[src/rtl/core/rart_pkg.sv]
`default_nettype none
package rart_pkg;
  localparam int MaxRegions = 16;
  localparam int IdxW = $clog2(MaxRegions);
  localparam int CntW = $clog2(MaxRegions + 1);
  localparam logic [1:0] KIND_ADD = 2'd0;
  localparam logic [1:0] KIND_FIN = 2'd1;
  localparam logic [1:0] KIND_LOOK = 2'd2;
  localparam logic [31:0] MISS_VALUE = 32'hFFFF_FFFF;

  typedef struct packed {
    logic add;
    logic fin_start;
    logic sort_step;
    logic base_step;
    logic fin_done;
    logic look;
  } rart_cmd_t;

  typedef struct packed {
    logic sort_done;
    logic base_done;
    logic full;
  } rart_sts_t;
endpackage
`default_nettype wire

[src/rtl/core/rart_ctrl.sv]
`default_nettype none
module rart_ctrl (
  input  wire logic             clk,
  input  wire logic             rst_n,
  input  wire logic             in_valid,
  output logic                  in_stall,
  input  wire logic [1:0]       in_kind,
  output logic                  out_valid,
  input  wire logic             out_stall,
  output rart_pkg::rart_cmd_t   cmd,
  input  wire rart_pkg::rart_sts_t sts
);
  import rart_pkg::*;
  localparam logic [1:0] S_IDLE = 2'd0;
  localparam logic [1:0] S_SORT = 2'd1;
  localparam logic [1:0] S_BASE = 2'd2;
  localparam logic [1:0] S_OUT  = 2'd3;

  logic [1:0] state_r, state_nxt;
  logic acc;

  assign acc = in_valid && !in_stall;
  assign in_stall = (state_r != S_IDLE);
  assign out_valid = (state_r == S_OUT);

  always_comb begin
    state_nxt = state_r;
    cmd = '0;
    unique case (state_r)
      S_IDLE: begin
        if (acc) begin
          if (in_kind == KIND_FIN) begin
            cmd.fin_start = 1'b1;
            state_nxt = S_SORT;
          end else begin
            cmd.add = (in_kind == KIND_ADD);
            cmd.look = 1'b1;
            state_nxt = S_OUT;
          end
        end
      end
      S_SORT: begin
        cmd.sort_step = 1'b1;
        if (sts.sort_done) state_nxt = S_BASE;
      end
      S_BASE: begin
        if (sts.base_done) begin
          cmd.fin_done = 1'b1;
          state_nxt = S_OUT;
        end else cmd.base_step = 1'b1;
      end
      S_OUT: if (!out_stall) state_nxt = S_IDLE;
      default: state_nxt = S_IDLE;
    endcase
  end

  always_ff @(posedge clk) begin
    if (!rst_n) state_r <= S_IDLE;
    else state_r <= state_nxt;
  end
endmodule
`default_nettype wire

[config.mk]
export PLATFORM = sky130hd
export DESIGN_NAME = rart_ctrl
export DESIGN_NICKNAME = d
export VERILOG_FILES = /design/src/rtl/core/rart_pkg.sv /design/src/rtl/core/rart_ctrl.sv
export SDC_FILE = /design/constraint.sdc
export NUM_CORES = 1
export LEC_CHECK = 0
export BUFFER_PORTS_ARGS = -buffer_cell sky130_fd_sc_hd__buf_4
export CAP_MARGIN = 25
export CORE_AREA = 2 2 39 41
export CTS_CLUSTER_SIZE = 14
export DETAILED_ROUTE_END_ITERATION = 7
export DIE_AREA = 0 0 41 43
export PLACE_DENSITY = 0.42
export SLEW_MARGIN = 40
export SYNTH_ARGS = -nofsm -noshare
export SYNTH_HDL_FRONTEND = slang
export SYNTH_SLANG_ARGS = --single-unit
[constraint.sdc]
create_clock -name clk -period 1.7 [get_ports clk]
set_clock_uncertainty 0.1 [all_clocks]
set_input_delay 0.34 -clock clk [delete_from_list [all_inputs] [get_ports clk]]
set_output_delay 0.34 -clock clk [all_outputs]
set_load 0.03 [all_outputs]
Word level (Yosys, flattened, before mapping)
Cells that the tools add are included.

Register bits: 2. Latch bits: 0. Input bits: 9. Memories kept: 0. Bits in read-only memories: 0. Logic and storage cells: 32. Bits in writable memories: 0.

Shift operators: 0. Order comparisons: 0. Equal/unequal tests: 8. Reductions and logical operators: 6. $mul: 0. Bitwise logic cells: 0. Mux-type cells: 17. Divide/modulo/power cells: 0. Add/subtract/negate cells: 0.

Operators with widths (count): $mux W2 (8); $mux W1 (8); $ne A2 B2 Y1 const B (4); $pmux W2 S4 (1); $eq A2 B1 Y1 const B (2); $eq A2 B2 Y1 const B (2); $logic_not A2 Y1 (2); $reduce_and A4 Y1 (1); $reduce_bool A2 Y1 (1); $logic_and A1 B1 Y1 (1); $logic_not A1 Y1 (1).

Depth between registers and ports, before layout
Gate-level depths: netlist (run 1).

Depth in word-level cells: 5. Depth in mapped cells: 5.

Worst setup path before layout (run 1)
No wires, ideal clock.

Path kind: reg2out. Start point: reg state_r[0]. End point: out cmd[4] (netlist bit). Slack: -0.207 ns. Cell stages (with the launch flop): 5. Path buffers: 0. Data required time: 1.260 ns. Data arrival time: 1.467 ns. Cells stage by stage: dfxtp_1 -> inv_1 -> ha_1 -> nand2_1 -> nor3b_1.

RTL lines: from (decl) (line rart_ctrl.sv:19) `logic [1:0] state_r, state_nxt;`; from (signal assigned) (line rart_ctrl.sv:59) `else state_r <= state_nxt;`; to (decl) (line rart_ctrl.sv:10) `output rart_pkg::rart_cmd_t cmd,`.

==> metrics.txt, run 1 <==
status=complete, no violations; most frequent cells in the layout=buf_4 (19), ha_1 (4), inv_1 (3), clkbuf_4 (3); CTS Hold Bufs=0; delay-heaviest family, CP=flip-flops; Max Cap Viol=0; clk slew on worst S/H paths=~0.03 ns; Pre-antenna DRT Iters=1; vias in the first global route=211; Peak VDD IR=about 0.45 mV; Final Cycle Share=a little over nine tenths; Slew Limit Fails=0; ANT cells=0; width of the die=41 um; max reg flops=2; most common cell after layout, fill and taps aside=buf_4; placed insts=61; total gr overflow=0; total power=about 0.00075 W; clock sink total=2; GP Congestion=~0.64; Detailed Route Iter0 Violations=0; Slowest-stage cell, CP=dfxtp_2; slowest stage delay, CP=0.34 ns; PwrDens=~1600 nW/um2; Worst Max-Slew Pin Slew=~0.17 ns; CP Data Arrival Time=1.20 ns; PortBufs=15; final hold slack=0.266 ns; DR vias=between 200 and 300; Syn Area/Cell=8.33 um2; antenna-violating nets left=0; Ports=17; Post-Syn Instances=29; first-pass GRT wire length=approximately 870 um; Max Buffers Root-to-Sink=2; largest net degree at the start of global routing=5; initial core utilization=17.5%; Die Area=about 1800 um2; total routed wirelength=around 580 um; largest registers=state_r x2; area leader, netlist=ha_1; critical path peak fanout=4; count of final hold-check violations=0; min-delay worst type=input port to register; WP buf/inv=2; Min Clock Period, post-route=about 1.6 ns; DR vias/cell=3.91; Setup TNS=0 ns; Hold Crit Start=rst_n; Syn. warnings=0; CTS buffer count=3; Area Growth Syn to Fin=88.1%; Mapped Area=roughly 240 um2; GRT Total Usage=under 10%; initial antenna violation count=0; unrepaired setup endpoints after global routing=no; Post-route DRC=0; clk root buf=clkbuf_4; R2R Path Start=state_r[0]$_SDFFE_PN0P_; routed len/inst=8.64 um; Max-slew headroom=between 80% and 90%; CTS H-tree depth=1; synth unique cells=17; register area share after synthesis=between 15 and 20%; Setup Crit Path Kind=register to primary output; CTS tree=done; ratio of cells with drive above 1 in the final layout=between 60% and 70%; critical path launch point type=register; core area=between 1000 and 1500 um2; CP Capture Type=primary output; Net count, final=between 60 and 70; worst path cell trace=inv_2 -> ha_1 -> and2_2 -> buf_4; synthesized net count=43; highest clock rate=between 0.6 and 0.7 GHz; #FFs+latches synth=2; clk_lat worst skew=between 0.2 and 0.25 ns; Setup crit start=state_r[0]$_SDFFE_PN0P_; Fillers=~160; DP HPWL=449 um; Leak=0.229 nW; largest cells by area after synthesis=ha_1 (26%), dfxtp_1 (17%), inv_1 (7.8%); most flop-heavy register=state_r; Setup Viol. Count Final=0; post-synth top area share=25.9%; FP Rows=14; WP data required=~1.3 ns; die height=about 43 um; Finished Layout Cells=67
[area by class of cell]
class	count	area [um2]	share of cell area, %
sequential	2	42.5	9.37
timing repair buffer	19	143	31.4
clock buffer	3	22.5	4.96
multi-input combinational	22	208	45.7
tap	16	20.0	4.41
inverter	5	18.8	4.13
[Yosys cell counts]
master and instances:
ha_1 5, a21oi_1 1, dfxtp_1 2, nor2b_4 1, and3_1 1, mux2i_1 1, and2_2 1, inv_1 5
nand2b_1 2, nor3_1 1, nand4b_1 1, nor2_1 1, nand2_1 3, o21ai_0 1, a31o_2 1, a221oi_2 1
nor3b_1 1
[worst register-to-register path: stages (launching register included)]
cell and delay, ns:
dfxtp_2 0.34, inv_2 0.07, ha_1 0.22, nor2b_4 0.13
nand4b_1 0.23, a221oi_2 0.24
[path summary, 6_finish.rpt]
path                              to  slack [ns]  cells after the start
max                           cmd[1]        0.06                      4
min          state_r[0]$_SDFFE_PN0P_        0.27                      3
max reg2reg  state_r[0]$_SDFFE_PN0P_        0.28                      5
min reg2reg  state_r[1]$_SDFFE_PN0P_        0.38                      2
[logic make-up after synthesis]
kind of cell / synth area share (%)
AND/OR/NAND/NOR: 31.6
buffers and inverters: 7.77
adder cells (fa/ha/maj): 25.9
AO/OA/AOI/OAI: 14.0
flip-flops: 16.6
multiplexers: 4.15
[repair_timing]
action / 4_1_cts / 5_1_grt
resized for setup: 5 / 2
endpoints found under the setup margin: 4 / 4
pin swaps: 0 / 1
buffers inserted: 2 / 1
[power by group]
part | total, W | switching [W] | internal, W | leakage, nW
Sequential | 0.0000971 | 0.0000224 | 0.0000748 | 0.0172
Combinational | 0.000548 | 0.000295 | 0.000253 | 0.198
Clock | 0.000102 | 0.0000240 | 0.0000776 | 0.0138
Total | 0.000747 | 0.000341 | 0.000406 | 0.229
[through the flow]
step,utilization [%],cell area [um2],worst slack (ns)
2_1_floorplan,-,251,0.0286
3_3_place_gp,28.3,392,0.149
4_1_cts,32.1,444,0.000599
6_report,32.8,454,0.0606
3_5_place_dp,28.3,392,0.157
5_1_grt,32.8,454,0.00945
[layer usage]
metal,routed length (um),vias to the layer above,global-route usage [%]
met2,256,13,10.9
met4,0,0,2.00
met1,257,107,8.95
li1,-,142,-
met5,0,-,0
met3,65,0,4.71
No activity file was read; power rests on OpenSTA's default activity.
==> inputs of run 2 (changes only) <==
- BUFFER_PORTS_ARGS: -buffer_cell sky130_fd_sc_hd__buf_4 -> not set
- DONT_BUFFER_PORTS: not set -> 1
- PLACE_DENSITY: 0.42 -> 0.31
==> run 2 against run 1 <==
Clock power hardly changed. Sequential cell count is the same. Die area stayed put. Final area shrank 17%. Utilization is 5.4 points lower. Combinational power fell by 8.9%. Via count down 11%. Largest cell class unchanged. Total power shrank 6.2%. Wire length decreased by 6.4%.
==> metrics.txt, run 2 (synthesis gave the netlist of run 1 again) <==
initial antenna violation count=0; Fillers=160; Register Area=roughly 43 um2; total routed wirelength=between 500 and 600 um; met2 usage=10.3%; Pre-antenna DRT Iters=1; DR vias/cell=~4.1; highest clock rate=~0.62 GHz; Finished Layout Cells=57; GP Congestion=0.663; vias in the first global route=between 200 and 250; width of the die=~40 um; routed len/inst=roughly 9.5 um; core area=1380 um2; status=complete, no violations; Max Buffers Root-to-Sink=2; clk_lat worst skew=roughly 0.22 ns; first-pass GRT wire length=around 880 um; largest net degree at the start of global routing=5; total gr overflow=0; most frequent cells in the layout=buf_4 (9), ha_1 (4), inv_2 (3), clkbuf_4 (3); Post-route DRC=0; Setup TNS=0 ns; CTS H-tree depth=1; Net count, final=57; Top Usage Layer GRT=met2; most flop-heavy register=state_r; Min Clock Period, post-route=between 1.5 and 2 ns; most common cell after layout, fill and taps aside=buf_4; met1 usage=under 10%; placed insts=between 50 and 60; Die Area=approximately 1800 um2; Max-slew headroom=~85%; M3 GR Usage=between 4 and 5%; CP Data Arrival Time=approximately 1.2 ns; critical path peak fanout=4; Setup Crit Path Kind=register to primary output; FP Rows=14; Max Cap Viol=0; CP Capture Type=primary output; antenna-violating nets left=0; Worst Max-Slew Pin Slew=~0.23 ns; max reg flops=2; Area Growth Syn to Fin=57.0%; CTS tree=done; min-delay worst type=input port to register; Peak VDD IR=0.478 mV; Leak=~0.18 nW; PortBufs=0; ANT cells=0; critical path launch point type=register; clk slew on worst S/H paths=roughly 0.03 ns; Ports=17; Setup Viol. Count Final=0; die height=43 um; Detailed Route Iter0 Violations=0; clock sink total=2; area taken by multi-input logic gates=a little over 200 um2; GRT Total Usage=under 10%; PwrDens=between 1500 and 2000 nW/um2; CTS buffer count=3; initial core utilization=approximately 17%; pre-CTS WS=~0.15 ns; Core Util, Final=around 27%; PnR worst setup slack=0.0826 ns; CTS Hold Bufs=0; total power=approximately 0.00070 W; largest registers=state_r x2; Slew Limit Fails=0; DR vias=234; Reg2Reg Setup Slack=approximately 0.22 ns; ratio of cells with drive above 1 in the final layout=61.0%; count of final hold-check violations=0; WP data required=around 1.3 ns; Final Cycle Share=between 90% and 100%; clk root buf=clkbuf_4
run 2: what timing repair did:
item / in CTS / in global routing
pin swaps: 0 / 1
resized for setup: 5 / 3
endpoints found under the setup margin: 3 / 2
gates cloned: 0 / 0
buffers inserted: 0 / 3
run 2: final cells by class:
| type | instances | area share (%) |
|---|---|---|
| sequential | 2 | 11.2 |
| timing repair buffer | 9 | 17.8 |
| clock buffer | 3 | 5.94 |
| inverter | 5 | 4.95 |
| multi-input combinational | 22 | 54.8 |
| tap | 16 | 5.28 |
run 2: worst paths after layout:
| check | start | to | cells after the start |
|---|---|---|---|
| hold / removal | rst_n | state_r[0]$_SDFFE_PN0P_ | 2 |
| setup / recovery | state_r[0]$_SDFFE_PN0P_ | cmd[4] | 5 |
| hold reg to reg | state_r[1]$_SDFFE_PN0P_ | state_r[1]$_SDFFE_PN0P_ | 2 |
| setup reg to reg | state_r[0]$_SDFFE_PN0P_ | state_r[0]$_SDFFE_PN0P_ | 5 |
run 2: per-layer routing:
layer | vias up | share of wire [%]
met3 | 0 | 10
met2 | 9 | 52
met1 | 102 | 37
met5 | - | 0
met4 | 0 | 0
li1 | 123 | -
run 2: power by group:
group | internal, W | total (W) | switching [W] | leakage, nW
Sequential | 0.0000748 | 0.0000977 | 0.0000229 | 0.0172
Combinational | 0.000217 | 0.000499 | 0.000282 | 0.148
Clock | 0.0000778 | 0.000104 | 0.0000261 | 0.0138
run 2: per-stage QoR:
| step | instance area, um2 | hold slack, ns |
|---|---|---|
| floorplan | 251 | 0.366 |
| global placement | 317 | 0.376 |
| detailed placement | 317 | 0.374 |
| CTS | 354 | 0.134 |
| global route | 379 | 0.133 |
| finish | 379 | 0.137 |
run 2: worst max-delay path, cell delays in order (launching register included):
cell and delay, ns:
dfxtp_2 0.32, inv_2 0.10, ha_4 0.14, nand2_2 0.07
nor3b_2 0.15, buf_4 0.17
